**config.mk**
```make
export PLATFORM = sky130hd
export DESIGN_NAME = framed_command_receiver_with_reply_unit_flat
export DESIGN_NICKNAME = d
export VERILOG_FILES = /design/src/rtl/core/fcr_pkg.sv /design/src/rtl/core/fcr_req_if.sv /design/src/rtl/core/fcr_rsp_if.sv /design/src/rtl/core/fcr_frame_rx.sv /design/src/rtl/core/fcr_reply_tx.sv /design/src/rtl/core/framed_command_receiver_with_reply_unit.sv /design/src/flat_wrapper.sv
export SDC_FILE = /design/constraint.sdc
export NUM_CORES = 1
export LEC_CHECK = 0
export BUFFER_PORTS_ARGS = -buffer_cell sky130_fd_sc_hd__buf_4
export CORE_MARGIN = 8
export CORE_UTILIZATION = 35
export CTS_CLUSTER_DIAMETER = 50
export DETAILED_ROUTE_END_ITERATION = 16
export PLACE_DENSITY_LB_ADDON = 0.25
export REMOVE_ABC_BUFFERS = 1
export SYNTH_ARGS = -nofsm -noshare
export SYNTH_HDL_FRONTEND = slang
export SYNTH_SLANG_ARGS = --single-unit
export TNS_END_PERCENT = 30
```
**constraint.sdc**
```tcl
create_clock -name clock -period 17.4 [get_ports clock]
set_input_delay 1.74 -clock clock [delete_from_list [all_inputs] [get_ports clock]]
set_output_delay 1.74 -clock clock [all_outputs]
set_load 0.02 [all_outputs]
```
**src/rtl/core/fcr_pkg.sv**
```systemverilog
// ----------------------------------------------------------------------------
// Framed command receiver package
// Shared constants, status codes and the reply record passed between the
// frame receiver and the reply transmitter.
// ----------------------------------------------------------------------------
package fcr_pkg;

   // Number of frame positions that are kept in the frame store.
   localparam int FRAME_BYTES = 10;
   localparam int FRAME_IDX_W = $clog2(FRAME_BYTES);

   // Frame position counter saturates at this value.
   localparam logic [4:0] POS_MAX = 5'd31;

   // Framing bytes.
   localparam logic [7:0] HEAD_BYTE  = 8'h68;
   localparam logic [7:0] TAIL_BYTE  = 8'h23;
   localparam logic [7:0] REPLY_KIND = 8'h01;

   // Reply status codes.
   localparam logic [1:0] STATUS_OK       = 2'd0;
   localparam logic [1:0] STATUS_BAD_TAIL = 2'd1;
   localparam logic [1:0] STATUS_BAD_SUM  = 2'd2;

   // Index of the final byte of the seven-byte reply.
   localparam logic [2:0] REPLY_LAST_IDX = 3'd6;

   // Everything the transmitter needs to build one reply.
   typedef struct packed {
      logic [7:0]  address;
      logic [7:0]  command;
      logic [1:0]  status;
      logic [31:0] digits;
   } fcr_reply_type;

endpackage

```
**src/rtl/core/fcr_req_if.sv**
```systemverilog
// ----------------------------------------------------------------------------
// Receive byte channel
// Valid/ready channel that carries one received byte per transaction.
// ----------------------------------------------------------------------------
interface fcr_req_if;
   logic       valid;
   logic       ready;
   logic [7:0] rx_byte;

   modport source (output valid, output rx_byte, input ready);
   modport sink   (input valid, input rx_byte, output ready);
endinterface

```
**src/rtl/core/fcr_rsp_if.sv**
```systemverilog
// ----------------------------------------------------------------------------
// Reply byte channel
// Valid/ready channel that carries one reply byte per transaction, with the
// last-byte flag and the currently shown digits.
// ----------------------------------------------------------------------------
interface fcr_rsp_if;
   logic        valid;
   logic        ready;
   logic [7:0]  tx_byte;
   logic        reply_last;
   logic [31:0] shown_digits;

   modport source (output valid, output tx_byte, output reply_last,
                   output shown_digits, input ready);
   modport sink   (input valid, input tx_byte, input reply_last,
                   input shown_digits, output ready);
endinterface

```
**src/rtl/core/fcr_frame_rx.sv**
```systemverilog
// ----------------------------------------------------------------------------
// Frame receiver
// Hunts for the head byte, collects the frame into the frame store, then in
// the cycle after the frame ends checks it, updates the digits and hands a
// reply record to the transmitter when the frame is for this station.
// ----------------------------------------------------------------------------
module fcr_frame_rx
   import fcr_pkg::*;
(
   input  logic          clock,
   input  logic          reset,
   fcr_req_if.sink       req,
   input  logic          csr_write_enable,
   input  logic [7:0]    csr_write_data,
   input  logic          tx_busy,
   output logic          reply_load,
   output fcr_reply_type reply
);

   localparam logic [1:0] PHASE_HUNT   = 2'd0;
   localparam logic [1:0] PHASE_HEADER = 2'd1;
   localparam logic [1:0] PHASE_BODY   = 2'd2;

   logic [7:0] own_address_ff;
   logic [1:0] phase_ff, phase_in;
   logic [8:0] remaining_ff, remaining_in;
   logic [4:0] position_ff, position_in;
   logic       done_ff, done_in;
   logic [31:0] digits_ff, digits_in;
   logic [7:0] frame_store_ff [FRAME_BYTES];

   logic       accept;
   logic       store_we;
   logic [4:0] store_pos;
   logic [8:0] remaining_dec;
   logic [7:0] frame_sum;
   logic [1:0] status;
   logic       address_match;

   // Station address register.
   always_ff @(posedge clock) begin
      if (reset) begin
         own_address_ff <= 8'd1;
      end else if (csr_write_enable) begin
         own_address_ff <= csr_write_data;
      end
   end

   // The only byte that can stall is the last one of a frame, and only while
   // the previous reply still occupies the transmitter.
   assign req.ready = !((phase_ff == PHASE_BODY) && (remaining_ff == 9'd1)
                        && (done_ff || tx_busy));
   assign accept    = req.valid && req.ready;
   assign remaining_dec = remaining_ff - 9'd1;

   // Receive sequencing for one accepted byte.
   always_comb begin
      phase_in     = phase_ff;
      remaining_in = remaining_ff;
      position_in  = position_ff;
      done_in      = 1'b0;
      store_we     = 1'b0;
      store_pos    = position_ff;
      if (accept) begin
         case (phase_ff)
            PHASE_HEADER: begin
               store_we     = 1'b1;
               remaining_in = remaining_dec;
               if (remaining_dec == 9'd0) begin
                  phase_in     = PHASE_BODY;
                  remaining_in = {1'b0, req.rx_byte} + 9'd2;
               end
            end
            PHASE_BODY: begin
               store_we     = 1'b1;
               remaining_in = remaining_dec;
               if (remaining_dec == 9'd0) begin
                  phase_in = PHASE_HUNT;
                  done_in  = 1'b1;
               end
            end
            default: begin
               phase_in = PHASE_HUNT;
               if (req.rx_byte == HEAD_BYTE) begin
                  store_we     = 1'b1;
                  store_pos    = 5'd0;
                  phase_in     = PHASE_HEADER;
                  remaining_in = 9'd3;
               end
            end
         endcase
         if (store_we && (store_pos < POS_MAX)) begin
            position_in = store_pos + 5'd1;
         end
      end
   end

   // Control registers.
   always_ff @(posedge clock) begin
      if (reset) begin
         phase_ff     <= PHASE_HUNT;
         remaining_ff <= 9'd0;
         position_ff  <= 5'd0;
         done_ff      <= 1'b0;
         digits_ff    <= 32'd0;
      end else begin
         phase_ff     <= phase_in;
         remaining_ff <= remaining_in;
         position_ff  <= position_in;
         done_ff      <= done_in;
         digits_ff    <= digits_in;
      end
   end

   // Frame store; positions past the store are counted but dropped.
   always_ff @(posedge clock) begin
      if (reset) begin
         for (int i = 0; i < FRAME_BYTES; i++) begin
            frame_store_ff[i] <= 8'd0;
         end
      end else if (store_we && (store_pos < 5'(FRAME_BYTES))) begin
         frame_store_ff[store_pos[FRAME_IDX_W-1:0]] <= req.rx_byte;
      end
   end

   // Frame check, done from the stored frame in the cycle after it ends.
   assign frame_sum = frame_store_ff[1] + frame_store_ff[2] + frame_store_ff[3]
                    + frame_store_ff[4] + frame_store_ff[5] + frame_store_ff[6]
                    + frame_store_ff[7];
   assign address_match = (frame_store_ff[1] == own_address_ff);

   always_comb begin
      if (frame_sum != frame_store_ff[8]) begin
         status = STATUS_BAD_SUM;
      end else if (frame_store_ff[9] != TAIL_BYTE) begin
         status = STATUS_BAD_TAIL;
      end else begin
         status = STATUS_OK;
      end
   end

   // Digits take the payload bytes of a good frame for this station.
   always_comb begin
      digits_in = digits_ff;
      if (done_ff && address_match && (status == STATUS_OK)) begin
         digits_in = {frame_store_ff[4], frame_store_ff[5],
                      frame_store_ff[6], frame_store_ff[7]};
      end
   end

   assign reply_load     = done_ff && address_match;
   assign reply.address  = own_address_ff;
   assign reply.command  = frame_store_ff[2];
   assign reply.status   = status;
   assign reply.digits   = digits_in;

   // Frames are at least six bytes long, so completions never come back to back.
   assert property (@(posedge clock) disable iff (reset) done_ff |=> !done_ff)
      else $error("frame completion flagged in two consecutive cycles");

   // While hunting, no byte count may be left over.
   assert property (@(posedge clock) disable iff (reset)
                    (phase_ff == PHASE_HUNT) |-> (remaining_ff == 9'd0))
      else $error("byte count left over while hunting for head");

   // A stall can only hold the closing byte of a frame.
   assert property (@(posedge clock) disable iff (reset)
                    !req.ready |-> (phase_ff == PHASE_BODY && remaining_ff == 9'd1))
      else $error("receive channel stalled outside a frame end");

endmodule

```
**src/rtl/core/fcr_reply_tx.sv**
```systemverilog
// ----------------------------------------------------------------------------
// Reply transmitter
// Holds one reply record and sends its seven bytes on the reply channel.
// ----------------------------------------------------------------------------
module fcr_reply_tx
   import fcr_pkg::*;
(
   input  logic          clock,
   input  logic          reset,
   input  logic          reply_load,
   input  fcr_reply_type reply,
   fcr_rsp_if.source     rsp,
   output logic          tx_busy
);

   logic          busy_ff;
   logic [2:0]    index_ff;
   fcr_reply_type record_ff;
   logic [7:0]    checksum_ff;
   logic          take;

   assign take    = rsp.valid && rsp.ready;
   assign tx_busy = busy_ff;

   // Sequencing of the seven reply bytes.
   always_ff @(posedge clock) begin
      if (reset) begin
         busy_ff  <= 1'b0;
         index_ff <= 3'd0;
      end else if (reply_load) begin
         busy_ff  <= 1'b1;
         index_ff <= 3'd0;
      end else if (take) begin
         if (index_ff == REPLY_LAST_IDX) begin
            busy_ff  <= 1'b0;
            index_ff <= 3'd0;
         end else begin
            index_ff <= index_ff + 3'd1;
         end
      end
   end

   // Reply record and its checksum over bytes one to four.
   always_ff @(posedge clock) begin
      if (reply_load) begin
         record_ff   <= reply;
         checksum_ff <= reply.address + reply.command + REPLY_KIND
                      + {6'd0, reply.status};
      end
   end

   // Byte selection for the current position.
   always_comb begin
      case (index_ff)
         3'd0:    rsp.tx_byte = HEAD_BYTE;
         3'd1:    rsp.tx_byte = record_ff.address;
         3'd2:    rsp.tx_byte = record_ff.command;
         3'd3:    rsp.tx_byte = REPLY_KIND;
         3'd4:    rsp.tx_byte = {6'd0, record_ff.status};
         3'd5:    rsp.tx_byte = checksum_ff;
         default: rsp.tx_byte = TAIL_BYTE;
      endcase
   end

   assign rsp.valid        = busy_ff;
   assign rsp.reply_last   = (index_ff == REPLY_LAST_IDX);
   assign rsp.shown_digits = record_ff.digits;

   // A new reply must never overwrite one still being sent.
   assert property (@(posedge clock) disable iff (reset) !(reply_load && busy_ff))
      else $error("reply record loaded while transmitter busy");

   // Taking the last byte frees the transmitter.
   assert property (@(posedge clock) disable iff (reset)
                    (take && rsp.reply_last) |=> !busy_ff)
      else $error("transmitter still busy after last reply byte");

   // A byte position past the head only exists inside a reply.
   assert property (@(posedge clock) disable iff (reset)
                    (index_ff != 3'd0) |-> busy_ff)
      else $error("reply byte position advanced while idle");

endmodule

```
**src/rtl/core/framed_command_receiver_with_reply_unit.sv**
```systemverilog
// ----------------------------------------------------------------------------
// Framed command receiver with reply
// Receives framed commands byte by byte, checks them and answers frames for
// this station with a seven-byte status reply.
//
//   Channel   Direction  Payload                                   Handshake
//   req_chan  in         rx_byte[7:0]                              valid/ready
//   rsp_chan  out        tx_byte[7:0], reply_last, shown_digits    valid/ready
//   csr_*     in         csr_write_data[7:0] (own address)         write enable
//
// Bytes may arrive in every cycle. A frame's check runs in the cycle after
// its last byte, and its reply bytes follow one per cycle from the
// transmitter register while the reply side is ready. The closing byte of
// a frame is held off only while the previous reply is still being sent.
// Reset is synchronous: own address to 1, all else but the held reply cleared.
// ----------------------------------------------------------------------------
module framed_command_receiver_with_reply_unit
   import fcr_pkg::*;
(
   input  logic       clock,
   input  logic       reset,
   fcr_req_if.sink    req_chan,
   fcr_rsp_if.source  rsp_chan,
   input  logic       csr_write_enable,
   input  logic [7:0] csr_write_data
);

   logic          reply_load;
   logic          tx_busy;
   fcr_reply_type reply;

   // Frame collection and checking.
   fcr_frame_rx u_frame_rx (
      .clock            (clock),
      .reset            (reset),
      .req              (req_chan),
      .csr_write_enable (csr_write_enable),
      .csr_write_data   (csr_write_data),
      .tx_busy          (tx_busy),
      .reply_load       (reply_load),
      .reply            (reply)
   );

   // Reply byte output.
   fcr_reply_tx u_reply_tx (
      .clock      (clock),
      .reset      (reset),
      .reply_load (reply_load),
      .reply      (reply),
      .rsp        (rsp_chan),
      .tx_busy    (tx_busy)
   );

endmodule

```
**src/flat_wrapper.sv**
```systemverilog
// flat-port wrapper written by rule: the top's interface ports become plain ports
module framed_command_receiver_with_reply_unit_flat import fcr_pkg::*;
  (clock, reset, csr_write_enable, csr_write_data, req_chan_valid, req_chan_rx_byte, req_chan_ready, rsp_chan_valid, rsp_chan_tx_byte, rsp_chan_reply_last, rsp_chan_shown_digits, rsp_chan_ready);
  fcr_req_if req_chan_i ();
  fcr_rsp_if rsp_chan_i ();
  input  logic clock;
  input  logic reset;
  input  logic csr_write_enable;
  input  logic [7:0] csr_write_data;
  input wire logic [$bits(req_chan_i.valid)-1:0] req_chan_valid;
  input wire logic [$bits(req_chan_i.rx_byte)-1:0] req_chan_rx_byte;
  output wire logic [$bits(req_chan_i.ready)-1:0] req_chan_ready;
  output wire logic [$bits(rsp_chan_i.valid)-1:0] rsp_chan_valid;
  output wire logic [$bits(rsp_chan_i.tx_byte)-1:0] rsp_chan_tx_byte;
  output wire logic [$bits(rsp_chan_i.reply_last)-1:0] rsp_chan_reply_last;
  output wire logic [$bits(rsp_chan_i.shown_digits)-1:0] rsp_chan_shown_digits;
  input wire logic [$bits(rsp_chan_i.ready)-1:0] rsp_chan_ready;
  assign req_chan_i.valid = req_chan_valid;
  assign req_chan_i.rx_byte = req_chan_rx_byte;
  assign req_chan_ready = req_chan_i.ready;
  assign rsp_chan_valid = rsp_chan_i.valid;
  assign rsp_chan_tx_byte = rsp_chan_i.tx_byte;
  assign rsp_chan_reply_last = rsp_chan_i.reply_last;
  assign rsp_chan_shown_digits = rsp_chan_i.shown_digits;
  assign rsp_chan_i.ready = rsp_chan_ready;
  framed_command_receiver_with_reply_unit u_core (.clock(clock), .reset(reset), .req_chan(req_chan_i), .rsp_chan(rsp_chan_i), .csr_write_enable(csr_write_enable), .csr_write_data(csr_write_data));
endmodule
```
; Word-level counts from Yosys, hierarchy flattened
; Memories as Yosys holds them, arrays and structs flattened.
; Index checks and enable logic that the tools add are counted.
[word_totals]
register_bits = 119
ram_bits = 80
inputBits = 21
out_inout_bits = 43
wordCells = 102
mem_count = 1
[op_classes]
add_sub_neg = 13
order_cmp = 2
n_eq_ne = 15
mux = 32
bitwise = 2
n_reduce_logical = 24
[mem_list]
columns = name, depth, word_bits, read_ports, rd_clocked_by_memory_dff, write_ports, line_no
row1 = u_core.u_frame_rx.frame_store_ff, 10, 8, 9, 0, 10, fcr_frame_rx.sv:30  ; logic [7:0] frame_store_ff [FRAME_BYTES];
[op_table]
columns = op, n
row1 = $add A8 B8 Y8, 7
row2 = $pmux W8 S6, 1
row3 = $mux W32, 1
row4 = $mux W5, 4
row5 = $mux W9, 2
row6 = $pmux W9 S2, 1
row7 = $mux W1, 16
row8 = $add A8 B2 Y9 const B, 1
row9 = $eq A3 B3 Y1 const B, 3
row10 = $eq A9 B1 Y1 const B, 1
row11 = $logic_not A9 Y1, 1
row12 = $sub A9 B1 Y9 const B, 1
row13 = $add A8 B1 Y8 const B, 1
row14 = $add A8 B2 Y8, 1
row15 = $eq A8 B7 Y1 const B, 1
row16 = $eq A8 B8 Y1, 1
row17 = $logic_and A1 B1 Y1, 8
row18 = $mux W8, 1
row19 = $ne A8 B6 Y1 const B, 1
row20 = $ne A8 B8 Y1, 1
row21 = $reduce_or A8 Y1, 1
row22 = $eq A3 B2 Y1 const B, 2
row23 = $mux W2, 3
row24 = $reduce_and A2 Y1, 3
row25 = 22 further kinds, 25

; Depth between registers and ports, before layout
; Gate-level depths: netlist of run 1.
[logic_depth]
word_depth = 14
ltp_mapped = 25
depth_no_buf = 25

; By module
; A second synthesis of run 1 with hierarchy kept.
[hier_totals]
hier_cells = 918
area_unflattened_um2 = 10090.9
[by_module_without_submodules]
columns = mod, instances, cells_per_inst, area_per_inst_um2
row1 = fcr_frame_rx, 1, 721, 7289.5
row2 = fcr_reply_tx, 1, 197, 2801.4

; Least setup slack after synthesis of run 1
; OpenSTA, ideal clock, no wires.
[synth_path]
path_type = reg2reg
from = memory u_core.u_frame_rx.frame_store_ff[7][2]
to = register u_core.u_reply_tx.checksum_ff[7] (data pin)
t_arrival_ns = 5.459
slack_ns = 11.680
stages_incl_launch_ff = 22
n_path_buf = 0
period_less_slack_ns = 5.720
path_cell_list = edfxtp_1 fa_1 inv_1 fa_1 fa_1 inv_1 fa_1 fa_1 a21o_1 a21oi_1 o21ai_0 xnor2_1 nand3_1 xor2_1 ha_1 ha_1 a21o_1 a21oi_1 o21bai_1 a21oi_1 o21ai_0 xnor2_1
[synth_rtl]
columns = element, line_no
row1 = "start, declared", fcr_frame_rx.sv:30
row2 = "end signal, assigned", fcr_reply_tx.sv:47  ; checksum_ff <= reply.address + reply.command + REPLY_KIND
row3 = "end, declared", fcr_reply_tx.sv:19  ; logic [7:0] checksum_ff;

==> results of run 1 <==
sequential cells by signal (all words and copies together), names as in the netlist:
register	cells
u_core.u_reply_tx.record_ff	18
u_core.u_frame_rx.frame_store_ff	72
u_core.u_reply_tx.index_ff	3
u_core.u_frame_rx.digits_ff	32
u_core.u_frame_rx.done_ff	1
u_core.u_frame_rx.remaining_ff	9
u_core.u_reply_tx.rsp.shown_digits	32
u_core.u_reply_tx.checksum_ff	8
u_core.u_reply_tx.rsp.valid	1
u_core.u_frame_rx.phase_ff	2
u_core.u_frame_rx.position_ff	5
u_core.u_frame_rx.own_address_ff	8
where the power goes:
group	switching [mW]	total [mW]	internal, mW
sequential	0.00668	0.497	0.490
combinational	0.0797	0.151	0.0711
clock	0.174	0.373	0.199
per-layer routing:
layer	vias up	part of all wire
met3	15	0.036
met4	0	0.012
met5	-	0
li1	2886	-
met1	2876	0.46
met2	91	0.49
cell type report:
cell class / count / area [um^2] / area share
sequential: 191 / 5120 / 0.478
timing repair buffer: 68 / 510 / 0.0476
inverter: 69 / 259 / 0.0242
tap: 341 / 427 / 0.0398
clock inverter: 15 / 135 / 0.0126
multi-input combinational: 516 / 3840 / 0.358
clock buffer: 17 / 425 / 0.0397
how the worst max path moves through the flow:
| stage | from | end | cells after the start |
|---|---|---|---|
| final | u_core.u_frame_rx.frame_store_ff[2][2] | u_core.u_reply_tx.checksum_ff[7] | 21 |
| after detailed placement | u_core.u_frame_rx.frame_store_ff[2][2] | u_core.u_reply_tx.checksum_ff[7] | 21 |
| after CTS | u_core.u_frame_rx.frame_store_ff[2][2] | u_core.u_reply_tx.checksum_ff[7] | 21 |
| after global placement | u_core.u_frame_rx.frame_store_ff[7][2] | u_core.u_reply_tx.checksum_ff[7] | 21 |
| after global routing | u_core.u_frame_rx.frame_store_ff[7][2] | u_core.u_reply_tx.checksum_ff[7] | 21 |
| after floorplan | u_core.u_frame_rx.frame_store_ff[7][2] | u_core.u_reply_tx.checksum_ff[7] | 21 |
kinds of logic after synthesis:
family / after synthesis
fa+ha+maj: 64
flops: 191
xor+xnor: 49
mux: 43
compound gates: 104
simple gates: 256
buf+inv: 128
worst reg2reg max path, cell delays in order (launching register included):
cell      delay [ns]
edfxtp_1        0.46
fa_1            0.56
inv_1           0.05
fa_1            0.46
fa_1            0.54
inv_1           0.05
fa_1            0.53
fa_1            0.47
a21o_1          0.17
a21oi_1         0.22
o21ai_0         0.15
xnor2_1         0.20
nand3_1         0.19
xor2_1          0.19
ha_1            0.30
ha_1            0.29
a21o_1          0.18
a21oi_1         0.21
o21bai_1        0.09
a21oi_1         0.21
o21ai_0         0.14
xnor2_1         0.14
layout by cell type (no fill, tap or decap), types with 5 or more instances in the layout:
| cell type | netlist | routed |
|---|---|---|
| ha_1 | 31 | 31 |
| a21oi_1 | 36 | 36 |
| a22oi_1 | 5 | 5 |
| buf_4 | 32 | 68 |
| and2_1 | 38 | 38 |
| fa_1 | 33 | 33 |
| nand2_1 | 47 | 47 |
| xnor2_1 | 31 | 31 |
| xor2_1 | 15 | 15 |
| clkbuf_16 | 0 | 17 |
| edfxtp_1 | 130 | 130 |
| inv_1 | 68 | 68 |
| o21ai_0 | 25 | 25 |
| o21ai_1 | 5 | 5 |
| a21o_1 | 7 | 7 |
| nor3_1 | 14 | 14 |
| nand3_1 | 12 | 12 |
| mux2_2 | 28 | 28 |
| nor2_1 | 109 | 109 |
| dfxtp_1 | 61 | 61 |
| mux2i_1 | 11 | 11 |
| nand4_1 | 7 | 7 |
==> flow_summary_export.csv, run 1 <==
group,metric,value,unit
pwr,powerDensity,95.2,mW/mm^2
clocking,post_cts_resized,0,
clocking,cts_tree,"yes",
critical_path,worstPathMaxFanout,4,
finish,syn_to_final_growth,11.9,%
finish,n_antenna_cell,0,
route,wl_per_cell,16.6,um
floorplan,die_h,181,um
synth,synth-edff-count,130,
floorplan,ios,64,
pwr,p_leak,4.11,nW
min_path,hp-start,"u_core.u_frame_rx.own_address_ff[0]",
route,wirelength,20.2,mm
critical_path,critPathArrivalTime,6.21,ns
synth,ys_seq_elements,191,
critical_path,rr_worst_depth,21,
place,dp_hpwl,14.9,mm
floorplan,start_util,0.355,
place,place_inst,1185,
floorplan,die_width,181,um
synth,ys.flop_type,"edfxtp_1",
finish,nets,948,
finish,fin_cells,1217,
critical_path,crit_required,17.58,ns
timing,final-hold-violation-count,0,
synth,syn_inst,835,
grt,grt_usage,0.129,
synth,yosys.area.top_type,"edfxtp_1",
clocking,hold_buffers,0,
synth,ys_types,56,
synth,synth_top_area_frac,0.408,
synth,async_flop_share,0,
critical_path,critPathSlowestCell,"fa_1",
pwr,finalPower,1.02,mW
grt,grt_pass1_vias,6038,
finish,layout-drive-gt1-share,0.150,
clocking,h-tree-depth,4,
synth,synth_adder_area_share,0.109,
synth,synth_area,0.00958,mm^2
critical_path,crit_buf_inv,2,
place,dp_slack,11.31,ns
floorplan,dieArea,0.0329,mm^2
timing,fin_crit,6.03,ns
critical_path,reg2reg_setup_slack,11.37,ns
place,portBuffers,63,
finish,nFillCells,2563,
synth,synth_compound_area_frac,0.0669,
clocking,cts_sinks,191,
pwr,irDropWorstVdd,0.0818,mV
grt,antenna_found_initial,0,
grt,overflow,0,
timing,postLayoutSetupSlackWorst,11.37,ns
critical_path,crit_top_cell,"fa_1",
route,drtAntennaViolNets,0,
synth,yosys_warnings,0,
finish,final_util,0.398,
critical_path,r2r_start,"u_core.u_frame_rx.frame_store_ff[2][2]",
critical_path,r2r_end,"u_core.u_reply_tx.checksum_ff[7]",
min_path,hold_depth,0,
timing,finalSetupViolCount,0,
timing,slew_headroom,0.218,
timing,hold_ws,0.520,ns
synth,yosys.area_share.simple,0.126,
synth,synthXorXnorAreaFrac,0.0491,
floorplan,rows,60,
critical_path,slowest_delay,0.56,ns
place,place_area,0.0102,mm^2
critical_path,path_cells,"fa_1 -> inv_1 -> fa_1 -> fa_1 -> inv_1 -> fa_1 -> fa_1 -> a21o_1 -> a21oi_1 -> o21ai_0 -> xnor2_1 -> nand3_1 -> xor2_1 -> ha_1 -> ha_1 -> a21o_1 -> a21oi_1 -> o21bai_1 -> a21oi_1 -> o21ai_0 -> xnor2_1",
finish,stdcell_area,0.0107,mm^2
place,place_congestion,0.791,
job,cap_violations,0,
grt,busiest_layer,"met2",
route,drc,0,
timing,final-max-slew-violation-count,0,
synth,synth_mux_area_frac,0.0491,
critical_path,cp_top_family,"adder cells",
clocking,clockBufferDepth,2,
timing,fmax,166,MHz
synth,synth_top_family_by_area,"simple AND/OR/NAND/NOR gates",
timing,finClkSkew,0.0103,ns
route,drt_iter0_markers,373,
grt,grt_max_degree,47,
clocking,cts_setup_buffers,0,
synth,netlist_top_cells_count,"130 x edfxtp_1, 109 x nor2_1, 68 x inv_1",
timing,period_share,0.347,
grt,globalRouteMet1Util,0.168,
grt,grt_pass1_wl,33.4,mm
synth,avgSynthCellArea,11.5,um^2
clocking,path_clk_slew,0.07,ns
timing,worst_pin_slew,1.16,ns
min_path,worstHoldPathType,"reg -> reg",
critical_path,worst_setup_path_end_kind,"flop",
grt,use_met3,0.0273,
clocking,root_buffer,"clkbuf_16",
critical_path,start_kind,"flop",
timing,rsz0062_at_grt,"no",
floorplan,core_region_area,0.0270,mm^2
timing,tns,0,ns
clocking,numCtsBuffers,17,
status,status,"finished clean",
route,vias,5868,
min_path,min_to,"u_core.u_reply_tx.record_ff[42]",
synth,yosysMostFrequentCell,"edfxtp_1",
synth,ys_top_cells_by_area,"edfxtp_1 41%, dfxtp_1 13%, fa_1 6.9%",
route,viasPerCell,4.82,
route,drtPass1Iterations,4,
clocking,clk_latency,0.43,ns
critical_path,crit_type,"reg -> reg",
synth,yosysSeqAreaShare,0.535,
grt,grtUsageMet2,0.213,
(Power assumes the default switching activity.)
==> inputs of run 2 (changes only) <==
--- a/config.mk
+++ b/config.mk
@@ -5,6 +5,7 @@
 export SDC_FILE = /design/constraint.sdc
 export NUM_CORES = 1
 export LEC_CHECK = 0
+export ABC_AREA = 1
 export BUFFER_PORTS_ARGS = -buffer_cell sky130_fd_sc_hd__buf_4
 export CORE_MARGIN = 8
 export CORE_UTILIZATION = 35
==> constraint.sdc (replaced) <==
create_clock -name clock -period 5 [get_ports clock]
set_input_delay 0.5 -clock clock [delete_from_list [all_inputs] [get_ports clock]]
set_output_delay 0.5 -clock clock [all_outputs]
set_load 0.02 [all_outputs]
==> run 2 against run 1 <==
Against the previous run:
- the flow now finishes with violations (setup timing)
- die area rose by 3.8%
- area after synthesis rose by 4.2%
- clock power rose to 3.6 times the previous value
- first-iteration DRC count rose by 3.2%
- combinational power rose to 6.8 times the previous value
- global-route usage rose by 0.77 points
- maximum frequency rose by 9.4%
- register-to-register slack got worse by 12 ns
- flip-flop and latch count did not move
- via count rose by 22%
- critical path depth rose by 9
- cell count rose by 27%
- critical endpoint unchanged
- largest cell class unchanged
- largest power group unchanged
==> flow_summary_export.csv, run 2 <==
group,metric,value,unit
timing,fin_crit,5.51,ns
timing,slew_headroom,0.203,
floorplan,ios,64,
grt,grt_pass1_wl,36.6,mm
critical_path,reg2reg_setup_slack,-0.51,ns
route,drt_iter0_markers,385,
clocking,h-tree-depth,4,
finish,layout-drive-gt1-share,0.201,
clocking,numCtsBuffers,17,
floorplan,die_width,185,um
finish,regMostFlops,"u_core.u_frame_rx.frame_store_ff",
timing,hold_ws,0.296,ns
synth,ys_seq_elements,191,
route,drtPass1Iterations,5,
route,wl_per_cell,14.4,um
critical_path,startpoint,"u_core.u_frame_rx.frame_store_ff[3][2]",
finish,nFillCells,2813,
clocking,clk_latency,0.43,ns
timing,final-max-slew-violation-count,0,
critical_path,r2r_end,"u_core.u_reply_tx.checksum_ff[7]",
critical_path,crit_top_cell,"nor2_1",
pwr,powerDensity,349,mW/mm^2
timing,finClkSkew,0.0138,ns
finish,layout_common_cells,"221 x nand2_1, 135 x buf_4, 130 x edfxtp_1",
timing,worst_pin_slew,1.19,ns
critical_path,worst_setup_path_end_kind,"flop",
timing,finalSetupViolCount,7,
place,place_congestion,0.855,
synth,yosysMostFrequentCell,"nand2_1",
grt,grt_max_degree,59,
grt,antenna_found_initial,0,
synth,async_flop_share,0,
critical_path,critPathArrivalTime,5.69,ns
finish,final_util,0.418,
clocking,root_buffer,"clkbuf_16",
place,place_area,0.0111,mm^2
floorplan,rows,62,
synth,synth_area,0.00998,mm^2
finish,stdcell_area,0.0119,mm^2
clocking,clockBufferDepth,2,
synth,synth_top_area_frac,0.391,
place,dp_slack,-0.861,ns
critical_path,timing.critical_path.to,"u_core.u_reply_tx.checksum_ff[7]",
place,dp_hpwl,16.6,mm
timing,period_share,1.10,
timing,postLayoutSetupSlackWorst,-0.515,ns
clocking,cts_tree,"yes",
floorplan,die_h,185,um
clocking,cts_sinks,191,
critical_path,crit_type,"reg -> reg",
synth,netlist_top_cells_count,"228 x nand2_1, 130 x edfxtp_1, 128 x inv_1",
place,place_inst,1510,
timing,rsz0062_at_grt,"yes",
finish,layout_commonest_cell,"nand2_1",
route,drtAntennaViolNets,0,
min_path,hp-start,"csr_write_data[0]",
min_path,worstHoldPathType,"in -> reg",
timing,tns,-1.93,ns
critical_path,start_kind,"flop",
floorplan,dieArea,0.0342,mm^2
finish,n_antenna_cell,0,
route,vias,7139,
place,portBuffers,63,
critical_path,r2r_start,"u_core.u_frame_rx.frame_store_ff[3][2]",
grt,grt_pass1_vias,7097,
route,viasPerCell,4.60,
job,cap_violations,0,
critical_path,critPathSlowestCell,"fa_1",
timing,final-hold-violation-count,0,
floorplan,start_util,0.352,
synth,syn_inst,1054,
synth,ys_types,45,
critical_path,slowest_delay,0.58,ns
finish,fin_cells,1551,
critical_path,rr_worst_depth,30,
finish,nets,1239,
synth,yosysSeqAreaShare,0.513,
pwr,p_leak,5.11,nW
clocking,hold_buffers,0,
synth,ys_top_cells_by_area,"edfxtp_1 39%, dfxtp_1 12%, nand2_1 8.6%",
floorplan,core_region_area,0.0284,mm^2
synth,synth-edff-count,130,
pwr,finalPower,4.14,mW
critical_path,worstPathMaxFanout,4,
route,drc,0,
status,violations,"setup timing",
grt,grt_usage,0.137,
clocking,path_clk_slew,0.07,ns
route,wirelength,22.4,mm
finish,syn_to_final_growth,19.0,%
finish,largest_reg_flops,72,
pwr,irDropWorstVdd,0.267,mV
status,status,"finished with violations",
synth,yosys.area.top_type,"edfxtp_1",
synth,ys.flop_type,"edfxtp_1",
timing,fmax,181,MHz
critical_path,crit_required,5.18,ns
synth,avgSynthCellArea,9.47,um^2
grt,overflow,0,
synth,yosys_warnings,0,
-- run 2: repair_timing --
item                       CTS  global route
pin swaps                   31            16
gates resized for setup     27             7
setup endpoints to repair   46            71
buffers inserted            17             3
-- run 2: power breakdown --
part | switching (mW) | internal [mW]
combinational | 0.603 | 0.418
sequential | 0.0358 | 1.73
clock | 0.601 | 0.752
total | 1.24 | 2.90
-- run 2: worst min path at each step --
stage	slack (ns)	depth (start not counted)	endpoint
after floorplan	0.41	0	u_core.u_reply_tx.record_ff[42]
after global placement	0.43	0	u_core.u_reply_tx.record_ff[42]
after detailed placement	0.43	0	u_core.u_reply_tx.record_ff[42]
after CTS	0.28	3	u_core.u_frame_rx.own_address_ff[0]
after global routing	0.30	3	u_core.u_frame_rx.own_address_ff[4]
final	0.30	3	u_core.u_frame_rx.own_address_ff[0]
-- run 2: worst max-delay path: cells and delay by family (launching register included) --
| family | cells | cell delay (ns) |
|---|---|---|
| buffers and inverters | 4 | 0.19 |
| flip-flops | 1 | 0.42 |
| XOR/XNOR | 2 | 0.18 |
| AO/OA/AOI/OAI | 2 | 0.25 |
| adder cells (fa/ha/maj) | 7 | 2.96 |
| AND/OR/NAND/NOR | 15 | 1.27 |
-- run 2: logic make-up (layout without fill, tap and decap cells) --
logic type | Yosys count | count (layout) | share of synthesized area
AOI/OAI and AO/OA | 114 | 114 | 0.0608
xor gates and xnor gates | 24 | 24 | 0.0211
adders and majority gates | 64 | 64 | 0.105
buffers and inverters | 190 | 303 | 0.0855
DFF | 191 | 191 | 0.513
and+or+nand+nor | 471 | 471 | 0.214
-- run 2: area by class of cell --
cell class	instances	area, um^2	share of cell area
clock buffers	23	489	0.0412
clock inverters	9	95.1	0.00801
inverters	135	509	0.0429
multi-input cells	673	4150	0.350
flip-flops and latches	191	5120	0.431
well taps	384	480	0.0405
repair buffers	136	1020	0.0863
-- run 2: metal layers --
metal | share of wire | global-route usage
met1 | 0.47 | 0.178
met2 | 0.49 | 0.233
met3 | 0.034 | 0.0233
met4 | 0.0081 | 0.0317
met5 | 0 | 0
==> inputs of run 3 (changes only) <==
--- a/config.mk
+++ b/config.mk
@@ -6,13 +6,14 @@
 export NUM_CORES = 1
 export LEC_CHECK = 0
 export ABC_AREA = 1
-export BUFFER_PORTS_ARGS = -buffer_cell sky130_fd_sc_hd__buf_4
 export CORE_MARGIN = 8
 export CORE_UTILIZATION = 35
 export CTS_CLUSTER_DIAMETER = 50
 export DETAILED_ROUTE_END_ITERATION = 16
+export DONT_BUFFER_PORTS = 1
 export PLACE_DENSITY_LB_ADDON = 0.25
 export REMOVE_ABC_BUFFERS = 1
+export SLEW_MARGIN = 25
 export SYNTH_ARGS = -nofsm -noshare
 export SYNTH_HDL_FRONTEND = slang
 export SYNTH_SLANG_ARGS = --single-unit
==> run 3 against run 2 <==
Against the previous run:
- the run still ends with setup timing left
- sequential power barely moved
- via count fell by 0.31%
- cell count fell by 1.8%
- core utilization fell by 0.41 points
- register-to-register slack got worse by 0.17 ns
- maximum frequency fell by 3.0%
- design area fell by 0.99%
- clock-buffer cell count fell by 4
- global-route usage rose by 0.086 points
- flip-flop and latch count did not move
- wire length rose by 4.5%
- largest cell class unchanged
==> flow_summary_export.csv, run 3 (synthesis results as in run 2) <==
group,metric,value,unit
floorplan,die_h,185,um
grt,overflow,0,
min_path,hp-start,"reset",
pwr,pwr-share-clk,0.331,
clocking,cts_sinks,191,
floorplan,core_region_area,0.0284,mm^2
floorplan,rows,62,
floorplan,die_width,185,um
route,vias,7117,
grt,globalRouteMet1Util,0.178,
timing,fmax,176,MHz
grt,grt_pass1_vias,7008,
clocking,numCtsBuffers,17,
grt,busiest_layer,"met2",
finish,layout_commonest_cell,"nand2_1",
finish,n_antenna_cell,0,
grt,grt_pass1_wl,36.8,mm
critical_path,worstPathMaxFanout,3,
finish,largest_reg_flops,72,
grt,grtUsageMet2,0.234,
route,viasPerCell,4.67,
pwr,irDropWorstVdd,0.228,mV
place,place_congestion,0.877,
timing,period_share,1.14,
place,portBuffers,0,
floorplan,start_util,0.352,
job,cap_violations,0,
min_path,worstHoldPathType,"in -> reg",
finish,final_util,0.414,
route,wirelength,23.4,mm
route,wl_per_cell,15.3,um
timing,slew_headroom,0.394,
finish,nFillCells,2784,
critical_path,crit_type,"reg -> reg",
place,dp_hpwl,16.7,mm
place,dp_slack,-0.838,ns
timing,finalSetupViolCount,8,
timing,finClkSkew,0.0167,ns
critical_path,start_kind,"flop",
pwr,p_leak,4.97,nW
place,place_inst,1464,
timing,final-max-slew-violation-count,0,
pwr,powerDensity,357,mW/mm^2
finish,layout_common_cells,"223 x nand2_1, 130 x edfxtp_1, 123 x inv_1",
critical_path,worst_setup_path_end_kind,"flop",
critical_path,critPathArrivalTime,5.88,ns
finish,nets,1211,
critical_path,r2r_start,"u_core.u_frame_rx.frame_store_ff[3][2]",
clocking,clockBufferDepth,2,
pwr,p_sw_frac,0.297,
critical_path,crit_required,5.20,ns
status,status,"finished with violations",
grt,antenna_found_initial,0,
timing,rsz0062_at_grt,"yes",
route,drtPass1Iterations,5,
timing,fin_crit,5.69,ns
pwr,power.switching,1.24,mW
status,violations,"setup timing",
timing,postLayoutSetupSlackWorst,-0.686,ns
clocking,cts_tree,"yes",
grt,use_met3,0.0269,
clocking,path_clk_slew,0.07,ns
pwr,p_comb_frac,0.248,
grt,grt_usage,0.137,
clocking,clk_latency,0.44,ns
finish,layout-drive-gt1-share,0.181,
clocking,root_buffer,"clkbuf_16",
grt,grt_max_degree,59,
timing,final-hold-violation-count,0,
pwr,power_frac_seq,0.421,
finish,syn_to_final_growth,17.8,%
clocking,h-tree-depth,4,
floorplan,dieArea,0.0342,mm^2
finish,fin_cells,1523,
critical_path,startpoint,"u_core.u_frame_rx.frame_store_ff[3][2]",
timing,worst_pin_slew,0.900,ns
route,drt_iter0_markers,371,
pwr,finalPower,4.20,mW
pwr,intPower,2.95,mW
floorplan,ios,64,
route,drc,0,
finish,regMostFlops,"u_core.u_frame_rx.frame_store_ff",
route,drtAntennaViolNets,0,
run 3: cell count changes in the layout (fill, tap and decap cells not counted), moves of 2 or more:
cell       before  now
buf_4         135  103
nand2_1       221  223
ha_1           25   23
ha_4            6    8
nand2_2        13   11
inv_6           2    4
clkinv_1        1    4
clkbuf_8        2    0
bufinv_16       1    3
run 3: power by group through the flow:
stage	Combinational, mW	Clock, mW	Sequential, mW
6_report	1.04	1.39	1.77
5_1_grt	1.18	1.49	1.77
4_1_cts	0.969	1.42	1.77
3_5_place_dp	0.886	0	1.80
3_3_place_gp	0.877	0	1.80
2_1_floorplan	0.632	0	1.79
run 3: worst paths after layout:
path,endpoint,cells after the start,slack (ns)
worst max-delay path,u_core.u_reply_tx.record_ff[33],26,-0.69
worst min-delay path,u_core.u_frame_rx.remaining_ff[5],1,0.14
worst max register to register,u_core.u_reply_tx.record_ff[33],26,-0.69
worst min register to register,u_core.u_reply_tx.record_ff[42],0,0.44
run 3: worst max-delay path: stages, from the launching register on:
cell and delay, ns:
edfxtp_1 0.41, fa_1 0.57, inv_2 0.05, fa_1 0.50, fa_1 0.49, inv_1 0.05
fa_1 0.50, fa_2 0.55, xnor2_1 0.12, nand3_1 0.08, nor2_1 0.11, nand2_1 0.10
nor3_4 0.21, nand2_2 0.11, buf_4 0.15, buf_4 0.12, buf_4 0.12, buf_4 0.12
buf_4 0.13, buf_4 0.13, buf_4 0.12, buf_4 0.12, buf_4 0.12, buf_4 0.12
buf_4 0.12, buf_4 0.12, buf_4 0.12
run 3: layer usage:
metal	routed length (um)	part of all wire
met5	0	0
met4	260	0.011
met3	1090	0.047
met2	11500	0.49
met1	10500	0.45
run 3: cell type report:
type | count | area (um^2) | share of cell area
Timing Repair Buffer | 108 | 856 | 0.0728
Sequential cell | 191 | 5120 | 0.436
Clock inverter | 13 | 158 | 0.0134
Clock buffer | 19 | 433 | 0.0368
Multi-Input combinational cell | 673 | 4200 | 0.357
Tap cell | 384 | 480 | 0.0409
Inverter | 135 | 509 | 0.0433
run 3: timing repair:
| action | 4_1_cts | 5_1_grt |
|---|---|---|
| hold buffers | 0 | 0 |
| cloned | 0 | 2 |
| resized for setup | 29 | 16 |
| setup buffers | 26 | 9 |
| setup endpoints to repair | 63 | 72 |
| pin swaps | 38 | 10 |
run 3: through the flow:
| stage | hold slack (ns) | instance area [um^2] | TNS [ns] |
|---|---|---|---|
| floorplan | 0.408 | 9640 | -74.47 |
| global placement | 0.433 | 10700 | -4.48 |
| detailed placement | 0.428 | 10700 | -6.41 |
| CTS | 0.119 | 11600 | -2.29 |
| global route | 0.117 | 11800 | -6.29 |
| finish | 0.135 | 11800 | -2.90 |
